File: config.mk
export PLATFORM = sky130hd
export DESIGN_NAME = double_ended_queue_unit
export DESIGN_NICKNAME = d
export VERILOG_FILES = /design/src/deq_pkg.sv /design/src/deq_ram.sv /design/src/double_ended_queue_unit.sv
export SDC_FILE = /design/constraint.sdc
export NUM_CORES = 2
export LEC_CHECK = 0
export ABC_CLOCK_PERIOD_IN_PS = 6000
export BUFFER_PORTS_ARGS = -buffer_cell sky130_fd_sc_hd__buf_2
export CORE_UTILIZATION = 40
export DETAILED_ROUTE_END_ITERATION = 16
export GPL_ROUTABILITY_DRIVEN = 0
export PLACE_DENSITY = 0.6
export SYNTH_ARGS = -nofsm -noshare
export SYNTH_HDL_FRONTEND = slang
export SYNTH_HIERARCHICAL = 1
export SYNTH_SLANG_ARGS = --single-unit
File: constraint.sdc
create_clock -name clk -period 6 [get_ports clk]
set_clock_uncertainty 0.05 [all_clocks]
set_input_delay 0.3 -clock clk [delete_from_list [all_inputs] [get_ports clk]]
set_output_delay 0.3 -clock clk [all_outputs]
set_load 0.05 [all_outputs]
File: src/deq_pkg.sv
// Shared types and constants for the double-ended queue.
package deq_pkg;

  localparam int DEPTH_DEF = 64;
  localparam int DATA_W    = 32;
  localparam int CNT_W     = 7;

  typedef enum logic [2:0] {
    OP_PUSH_FRONT = 3'd0,
    OP_PUSH_REAR  = 3'd1,
    OP_POP_FRONT  = 3'd2,
    OP_POP_REAR   = 3'd3,
    OP_LIST       = 3'd4
  } opcode_t;

  typedef enum logic [2:0] {
    STS_DONE      = 3'd0,
    STS_LISTED    = 3'd1,
    STS_EMPTY     = 3'd2,
    STS_UNDERFLOW = 3'd3,
    STS_OVERFLOW  = 3'd4,
    STS_IGNORED   = 3'd5
  } status_t;

  typedef enum logic {
    ST_IDLE,
    ST_LIST
  } state_t;

  typedef struct packed {
    opcode_t                   opcode;
    logic signed [DATA_W-1:0]  value;
  } in_t;

  typedef struct packed {
    status_t                   status;
    logic signed [DATA_W-1:0]  data;
    logic                      last;
    logic [CNT_W-1:0]          count;
  } out_t;

endpackage

File: src/deq_ram.sv
// Entry store: one write port, one read port with registered read data.
module deq_ram #(
  parameter int DEPTH = deq_pkg::DEPTH_DEF
) (
  input  logic                              clk,
  input  logic                              we,
  input  logic [$clog2(DEPTH)-1:0]          waddr,
  input  logic signed [deq_pkg::DATA_W-1:0] wdata,
  input  logic                              re,
  input  logic [$clog2(DEPTH)-1:0]          raddr,
  output logic signed [deq_pkg::DATA_W-1:0] rdata
);
  import deq_pkg::*;

  logic signed [DATA_W-1:0] mem [DEPTH];

  // Write the addressed entry
  always_ff @(posedge clk) begin
    if (we) begin
      mem[waddr] <= wdata;
    end
  end

  // Read on request, hold otherwise
  always_ff @(posedge clk) begin
    if (re) begin
      rdata <= mem[raddr];
    end
  end

endmodule

File: src/double_ended_queue_unit.sv
// Single-result items: result is registered in the cycle after the input transfer; one item per
// cycle while the output is taken. The single output register sets that figure.
// Listing of N elements: first passes state, store read and output registers, then one element
// per cycle while output is taken (one store read each); next item taken after last is loaded.
// Reset clears head, count, halt flag and output valid; store contents stay undefined and
// need no clearing pass, since only written entries are ever read.
module double_ended_queue_unit #(
  parameter int DEPTH = deq_pkg::DEPTH_DEF
) (
  input  logic          clk,
  input  logic          rst,
  input  logic          in_valid,
  output logic          in_ready,
  input  deq_pkg::in_t  in_item,
  output logic          out_valid,
  input  logic          out_ready,
  output deq_pkg::out_t out_item
);
  import deq_pkg::*;

  localparam int AW = $clog2(DEPTH);
  localparam int CW = $clog2(DEPTH + 1);
  localparam logic [AW-1:0] LAST_IDX = AW'(DEPTH - 1);
  localparam logic [AW:0]   DEPTH_W  = (AW + 1)'(DEPTH);
  localparam logic [CW-1:0] FULL_CNT = CW'(DEPTH);

  state_t            state, state_next;
  logic [AW-1:0]     head, head_next;
  logic [CW-1:0]     cnt, cnt_next;
  logic              halted, halted_next;
  logic [CW-1:0]     iss, iss_next;
  logic              pend, pend_next;
  logic              out_valid_next;
  out_t              out_item_next;

  logic                     we, re;
  logic [AW-1:0]            waddr, raddr;
  logic signed [DATA_W-1:0] rdata;

  logic              out_free;
  logic              load, issue;
  logic [CW-1:0]     cnt_inc, cnt_dec;
  logic [AW-1:0]     front_idx, head_inc, rear_idx, list_idx;
  logic [AW:0]       rear_sum, list_sum;

  deq_ram #(.DEPTH(DEPTH)) u_ram (
    .clk   (clk),
    .we    (we),
    .waddr (waddr),
    .wdata (in_item.value),
    .re    (re),
    .raddr (raddr),
    .rdata (rdata)
  );

  // Circular index arithmetic
  always_comb begin
    front_idx = (head == '0) ? LAST_IDX : head - 1'b1;
    head_inc  = (head == LAST_IDX) ? '0 : head + 1'b1;
    rear_sum  = {1'b0, head} + (AW + 1)'(cnt);
    rear_idx  = (rear_sum >= DEPTH_W) ? AW'(rear_sum - DEPTH_W) : AW'(rear_sum);
    list_sum  = {1'b0, head} + (AW + 1)'(iss);
    list_idx  = (list_sum >= DEPTH_W) ? AW'(list_sum - DEPTH_W) : AW'(list_sum);
    cnt_inc   = cnt + 1'b1;
    cnt_dec   = cnt - 1'b1;
  end

  // Next state, store access and result
  always_comb begin
    state_next     = state;
    head_next      = head;
    cnt_next       = cnt;
    halted_next    = halted;
    iss_next       = iss;
    pend_next      = pend;
    out_item_next  = out_item;
    out_free       = !out_valid || out_ready;
    out_valid_next = out_valid && !out_ready;
    in_ready       = 1'b0;
    we             = 1'b0;
    waddr          = rear_idx;
    re             = 1'b0;
    raddr          = list_idx;
    load           = 1'b0;
    issue          = 1'b0;

    unique case (state)
      ST_IDLE: begin
        in_ready = out_free;
        if (in_valid && out_free) begin
          out_item_next.status = STS_DONE;
          out_item_next.data   = '0;
          out_item_next.last   = 1'b1;
          out_item_next.count  = CNT_W'(cnt);
          if (halted) begin
            out_valid_next       = 1'b1;
            out_item_next.status = STS_IGNORED;
          end else begin
            case (in_item.opcode) inside
              OP_PUSH_FRONT, OP_PUSH_REAR: begin
                out_valid_next = 1'b1;
                if (cnt == FULL_CNT) begin
                  out_item_next.status = STS_OVERFLOW;
                end else begin
                  // Front push moves the head back and writes there
                  we = 1'b1;
                  if (in_item.opcode == OP_PUSH_FRONT) begin
                    waddr     = front_idx;
                    head_next = front_idx;
                  end
                  cnt_next            = cnt_inc;
                  out_item_next.count = CNT_W'(cnt_inc);
                end
              end
              OP_POP_FRONT, OP_POP_REAR: begin
                out_valid_next = 1'b1;
                if (cnt == '0) begin
                  out_item_next.status = STS_UNDERFLOW;
                  halted_next          = 1'b1;
                end else begin
                  if (in_item.opcode == OP_POP_FRONT) begin
                    head_next = head_inc;
                  end
                  cnt_next            = cnt_dec;
                  out_item_next.count = CNT_W'(cnt_dec);
                end
              end
              OP_LIST: begin
                if (cnt == '0) begin
                  out_valid_next       = 1'b1;
                  out_item_next.status = STS_EMPTY;
                end else begin
                  state_next = ST_LIST;
                  iss_next   = '0;
                  pend_next  = 1'b0;
                end
              end
              default: begin
                // Unused opcodes: drop silently
              end
            endcase
          end
        end
      end

      ST_LIST: begin
        // Load a fetched element when the output register frees up
        load  = pend && out_free;
        issue = (iss < cnt) && (!pend || load);
        if (load) begin
          out_valid_next       = 1'b1;
          out_item_next.status = STS_LISTED;
          out_item_next.data   = rdata;
          out_item_next.last   = (iss == cnt);
          out_item_next.count  = CNT_W'(cnt);
        end
        // Fetch the next element
        if (issue) begin
          re       = 1'b1;
          iss_next = iss + 1'b1;
        end
        pend_next = issue || (pend && !load);
        if (load && (iss == cnt)) begin
          state_next = ST_IDLE;
        end
      end

      default: begin
        state_next = ST_IDLE;
      end
    endcase
  end

  // Control registers
  always_ff @(posedge clk) begin
    if (rst) begin
      state     <= ST_IDLE;
      head      <= '0;
      cnt       <= '0;
      halted    <= 1'b0;
      iss       <= '0;
      pend      <= 1'b0;
      out_valid <= 1'b0;
    end else begin
      state     <= state_next;
      head      <= head_next;
      cnt       <= cnt_next;
      halted    <= halted_next;
      iss       <= iss_next;
      pend      <= pend_next;
      out_valid <= out_valid_next;
    end
  end

  // Output payload register
  always_ff @(posedge clk) begin
    out_item <= out_item_next;
  end

endmodule
# After elaboration in Yosys (flattened, before gate mapping)
# Memory sizes are Yosys's and may differ from the RTL's. A register that Yosys moved wholly into a read port is not among the register bits.
# Cells that the tools add are included.
dict set report word_totals {
  register_bits 67
  ramBits 2048
  input_bits 39
  output_inout_bits 45
  wordCells 145
  memories 1
}
# name words width read_ports rd_clocked_by_memory_dff wr line
set mem_list {}
lappend mem_list {u_ram.mem 64 32 1 1 1 deq_ram.sv:15} ;# logic signed [DATA_W-1:0] mem [DEPTH];
dict set report op_classes {
  n_addsub 9
  magnitude_cmp 3
  n_eq_ne 18
  n_mux 76
  bitwise 2
  n_reduce_logical 25
}
# operator n
set ops {}
lappend ops {{$mux W6} 16}
lappend ops {{$mux W43} 2}
lappend ops {{$pmux W43 S2} 1}
lappend ops {{$mux W7} 12}
lappend ops {{$mux W1} 34}
lappend ops {{$sub A6 B1 Y6 const B} 3}
lappend ops {{$ne A2 B2 Y1 const B} 8}
lappend ops {{$add A6 B7 Y7} 2}
lappend ops {{$add A7 B1 Y7 const B} 2}
lappend ops {{$ge A7 B7 Y1 const B} 2}
lappend ops {{$pmux W7 S2} 1}
lappend ops {{$mux W3} 3}
lappend ops {{$mux W2} 4}
lappend ops {{$reduce_and A8 Y1} 1}
lappend ops {{$eq A7 B7 Y1} 1}
lappend ops {{$eq A7 B7 Y1 const B} 1}
lappend ops {{$logic_not A7 Y1} 1}
lappend ops {{$lt A7 B7 Y1} 1}
lappend ops {{$reduce_and A7 Y1} 1}
lappend ops {{$sub A7 B1 Y7 const B} 1}
lappend ops {{$add A6 B1 Y6 const B} 1}
lappend ops {{$eq A3 B2 Y1 const B} 2}
lappend ops {{$eq A6 B6 Y1 const B} 1}
lappend ops {{$logic_and A1 B1 Y1} 6}
lappend ops {{other kinds (13)} 26}

# Logic depth before layout (Yosys ltp)
dict set report logic_depth {
  ltp_word 9
  mapped_depth 13
  ltp_nobuf 12
}

# Hierarchy
# Netlist, hierarchy kept.
# module n_inst cells_per_inst area_per_inst_um2 seq_area_each_um2
set by_module_without_submodules {}
lappend by_module_without_submodules {deq_ram 1 3572 79206.0 62459.9}
lappend by_module_without_submodules {double_ended_queue_unit 1 419 4048.9 1771.7}

# Worst setup path after synthesis
# No wires, ideal clock.
dict set report synth_timing {
  path_kind {register to register}
  start {register cnt[1]}
  end {memory u_ram.mem[44][0] (enable)}
  setup_time_ns 0.461
  arrival_ns 4.763
  required_time_ns 5.489
  slack_ns 0.726
  path_stages_with_launch 12
  path_buffers 2
  period_less_slack_ns 5.274
  path_cell_list {dfxtp_1 > clkbuf_1 > inv_1 > ha_1 > nand2b_1 > nor3_4 > or3_1 > o21a_1 > a31oi_1 > clkbuf_1 > nand4b_1 > nor3_1}
}
dict set report synth_between {
  elab_chain_cells 9
  word_cells_on_any_way 18
  classes_between {add/sub: 2; order compare: 1; eq/ne: 1; mux: 14}
}
# element line
set synth_lines {}
lappend synth_lines {{start, declared} double_ended_queue_unit.sv:29} ;# logic [CW-1:0] cnt, cnt_next;
lappend synth_lines {{start signal, assigned} double_ended_queue_unit.sv:187} ;# cnt <= cnt_next;
lappend synth_lines {{$add A6 B7 Y7} double_ended_queue_unit.sv:60} ;# rear_sum = {1'b0, head} + (AW + 1)'(cnt);
lappend synth_lines {{$sub A6 B1 Y6 or $ge A7 B7 Y1 (tied branches)} double_ended_queue_unit.sv:61} ;# rear_idx = (rear_sum >= DEPTH_W) ? AW'(rear_sum - DEPTH_W) : AW'(rear_sum);
lappend synth_lines {{$mux W6} double_ended_queue_unit.sv:61}
lappend synth_lines {{$mux W6} double_ended_queue_unit.sv:107} ;# if (in_item.opcode == OP_PUSH_FRONT) begin
lappend synth_lines {{$mux W6} double_ended_queue_unit.sv:102} ;# if (cnt == FULL_CNT) begin
lappend synth_lines {{$mux W6} double_ended_queue_unit.sv:99} ;# case (in_item.opcode) inside
lappend synth_lines {{$mux W6} double_ended_queue_unit.sv:95} ;# if (halted) begin
lappend synth_lines {{$mux W6} double_ended_queue_unit.sv:90} ;# if (in_valid && out_free) begin
lappend synth_lines {{$mux W6 *} double_ended_queue_unit.sv:87} ;# unique case (state)
lappend synth_lines {{named net waddr[3]} double_ended_queue_unit.sv:37} ;# logic [AW-1:0] waddr, raddr;
lappend synth_lines {{end, declared} deq_ram.sv:15}
# Mark *: on every way through the listed nets, which the timed path passes. The rest lies on a longest branch.

# Final worst setup path
dict set report layout_timing {
  start {register head[0]}
  end {register u_ram/rdata[21] (netlist bit) (read register of u_ram.mem) (data pin)}
}
dict set report layout_between {
  elab_chain_cells 3
  word_cells_on_any_way 4
  classes_between {add/sub: 2; order compare: 1; mux: 1}
}
# element line
set layout_lines {}
lappend layout_lines {{start, declared} double_ended_queue_unit.sv:28} ;# logic [AW-1:0] head, head_next;
lappend layout_lines {{start signal, assigned} double_ended_queue_unit.sv:186} ;# head <= head_next;
lappend layout_lines {{$add A6 B7 Y7 *} double_ended_queue_unit.sv:62} ;# list_sum = {1'b0, head} + (AW + 1)'(iss);
lappend layout_lines {{$sub A6 B1 Y6 or $ge A7 B7 Y1 (tied branches)} double_ended_queue_unit.sv:63} ;# list_idx = (list_sum >= DEPTH_W) ? AW'(list_sum - DEPTH_W) : AW'(list_sum);
lappend layout_lines {{$mux W6 *} double_ended_queue_unit.sv:63}
lappend layout_lines {{named net list_idx[1]} double_ended_queue_unit.sv:43} ;# logic [AW-1:0] front_idx, head_inc, rear_idx, list_idx;
lappend layout_lines {{end, declared} deq_ram.sv:11} ;# output logic signed [deq_pkg::DATA_W-1:0] rdata
# Marks and branches as above.
# A chain may end at the register's enable or synchronous reset.

==> impl_metrics.csv <==
group,metric,value,unit
outcome,status,"finished, final reports clean",
logic_synthesis,synth_seq_cells,2147,
worst_setup_path,required,6.47,ns
clock_tree,cts-resized-gates,0,
grt,grt_pass1_vias,41930,
die,die_h,458.2,um
worst_setup_path,cp_max_fo,71,
min_path,hold_path.class,"in -> reg",
clock_tree,h-tree-depth,4,
worst_setup_path,start_kind,"flip-flop",
die,start_util,40.25,%
clock_tree,clock-sinks,2147,
clock_tree,cts_buffers,211,
pwr,ir_drop,0.2934,mV
timing,max_freq,208.7,MHz
route,wl_per_cell,30.15,um
clock_tree,post_cts_buffers,0,
route,final_antenna_net_count,0,
clock_tree,hold_buffers,8,
grt,overflow,0,
pwr,power_density,337.0,nW/um2
pwr,swShare,22.54,%
timing,post-route-period-util,79.85,%
route,via_per_inst,5.847,
grt,track_usage,20.50,%
layout,final_nets,4304,
timing,finalMaxSlewViolations,0,
route,drtIter0Drc,4676,
clock_tree,clk_latency,0.84,ns
layout,final_common_cell,"edfxtp_1",
worst_setup_path,worstPathArrival,5.27,ns
pwr,switchingPower,7.208,mW
grt,grt_first_pass_wirelength,309800,um
grt,grt_start_max_net_pins,79,
logic_synthesis,yosysUniqueCellTypes,76,
layout,fill_cells,17170,
run,maxCapViolations,0,
die,core.rowCount,167,
layout,final_cell_mix,"2123 x edfxtp_1, 446 x mux4_2, 212 x clkbuf_16",
logic_synthesis,synthArstFlopShare,0,%
timing,hold_viol,0,
die,num_io_pins,84,
pwr,seqPwrFrac,52.0,%
logic_synthesis,yosysTopAreaCellShare,76.57,%
logic_synthesis,syn_nets,4055,
timing,hold_ws,0.06046,ns
timing,post-route-min-period,4.791,ns
pwr,comb_power_share,7.2,%
die,coreArea,206900,um2
pwr,pwr-share-clk,40.8,%
layout,utilization,45.87,%
logic_synthesis,synth.cell_area,83250,um2
grt,antenna_found_initial,3,
die,die_width,458.2,um
pwr,p_leak,28.62,nW
worst_setup_path,crit_path_end_kind,"flip-flop",
worst_setup_path,critPathKind,"reg -> reg",
timing,finalSetupTns,0,ns
logic_synthesis,syn_inst,3991,
logic_synthesis,ys_seq_area_share,77.15,%
timing,rsz0062_at_grt,"false",
timing,tightest_slew,1.241,ns
route,routed_wl,214900,um
clock_tree,cts_root_buf,"clkbuf_16",
logic_synthesis,yosys-top-cells-area,"edfxtp_1 77%, mux4_2 12%, mux2i_1 1.6%",
route,firstDrtPassIters,5,
route,drc,0,
clock_tree,clk_pin_slew,0.06,ns
logic_synthesis,yosysTopAreaCell,"edfxtp_1",
pwr,p_int,24.77,mW
layout,area_growth_syn_to_layout,13.98,%
die,die-area,210000,um2
layout,drive_gt1_share,25.41,%
placement,portBuffers,83,
logic_synthesis,syn_avg_cell_area,20.86,um2
timing,finalSetupViolCount,0,
logic_synthesis,yosysWarnings,6,
logic_synthesis,synth_edf_count,2123,
placement,dp_hpwl,127100,um
timing,relSlewSlack,17.08,%
logic_synthesis,synthFlopType,"edfxtp_1",
clock_tree,cts_tree,"done",
route,vias,41670,
clock_tree,cts_buffer_depth,3,
[through the flow]
stage / instances / cell area (um2) / setup slack, ns / power [mW]
finish: 7128 / 94890 / 1.209 / 31.98
global placement: 6723 / 87950 / 1.271 / 19.24
detailed placement: 6723 / 87950 / 1.240 / 19.27
CTS: 7124 / 94880 / 1.194 / 32.23
global route: 7125 / 94890 / 0.9066 / 32.90
floorplan: 3991 / 83250 / 0.7260 / 18.34
[cells by family (layout without fill, tap and decap cells)]
family / Yosys count / count (layout) / share of synthesized area [%]
AOI/OAI and AO/OA: 419 / 419 / 3.478
xor gates and xnor gates: 14 / 14 / 0.1473
adders and majority gates: 25 / 25 / 0.3938
buffers and inverters: 258 / 687 / 1.608
DFF: 2147 / 2147 / 77.15
muxes: 596 / 596 / 13.90
other: 0 / 4 / 0
and+or+nand+nor: 532 / 532 / 3.324
[registers in the layout, summed over array words and instances, names as in the netlist]
signal,flops
cnt,7
halted,1
head,6
iss,7
out_item,43
out_valid,1
pend,1
state,1
u_ram/mem,2048
u_ram/rdata,32
[path summary, 6_finish.rpt]
kind                    from          endpoint  slack [ns]  depth (start not counted)
setup reg to reg     head[0]   u_ram/rdata[21]        1.21                         10
hold / removal    in_item[3]  u_ram/mem[49][3]        0.06                          2
setup / recovery     head[0]   u_ram/rdata[21]        1.21                         10
hold reg to reg       iss[6]            iss[6]        0.44                          2
[critical path, cell delays in order (launching register included)]
cell and delay [ns]:
dfxtp_1 0.60, ha_4 0.20, inv_1 0.05, fa_1 0.53
inv_8 0.48, buf_4 0.59, mux4_2 0.45, a22oi_1 0.30
nand3_1 0.11, o21ai_0 0.86, nor2_1 0.17
[power by group through the flow]
| stage | sequential, mW | combinational (mW) | clock (mW) |
|---|---|---|---|
| 2_1_floorplan | 17.0 | 1.33 | 0 |
| 3_3_place_gp | 16.9 | 2.31 | 0 |
| 3_5_place_dp | 16.9 | 2.33 | 0 |
| 4_1_cts | 16.6 | 2.34 | 13.3 |
| 5_1_grt | 16.6 | 2.44 | 13.8 |
| 6_report | 16.6 | 2.31 | 13.1 |
[cells in the mapped netlist (8+ instances only)]
library cell	n
or4_1	8
or3_1	13
o221ai_1	44
mux4_2	446
nand4_1	48
edfxtp_1	2123
a211oi_1	30
buf_2	48
o21ai_0	62
nor2_1	111
a21oi_1	44
dfxtp_1	24
mux2_2	20
a22oi_1	74
buf_1	18
nor3_1	16
buf_4	25
nand3_1	85
and2_1	43
a31oi_1	30
clkbuf_1	120
xnor2_1	10
inv_1	21
nand2b_1	15
nor2b_1	31
and3_1	19
ha_1	23
o22ai_1	70
mux2i_1	130
buf_6	16
a311oi_1	8
nand2_1	106
[metal layers]
layer | routed length, um | vias to the layer above | track usage [%] | part of all wire [%]
met3 | 13880 | 291 | 3.211 | 6.5
met4 | 6263 | 0 | 6.133 | 2.9
met2 | 103700 | 1633 | 32.85 | 48
met1 | 91060 | 22490 | 28.97 | 42
li1 | - | 17270 | - | -
met5 | 0 | - | 0 | 0
[area by class of cell]
class | instances | area, um2 | area share (%)
Sequential cell | 2147 | 64230 | 67.69
Timing Repair Buffer | 272 | 2092 | 2.205
Clock buffer | 252 | 5455 | 5.749
Multi-Input combinational cell | 1586 | 18240 | 19.22
Clock inverter | 141 | 1395 | 1.470
Tap cell | 2704 | 3383 | 3.565
Inverter | 22 | 90.09 | 0.09493
Antenna cell | 4 | 10.01 | 0.01055
Power figures use the tool's default switching activity.
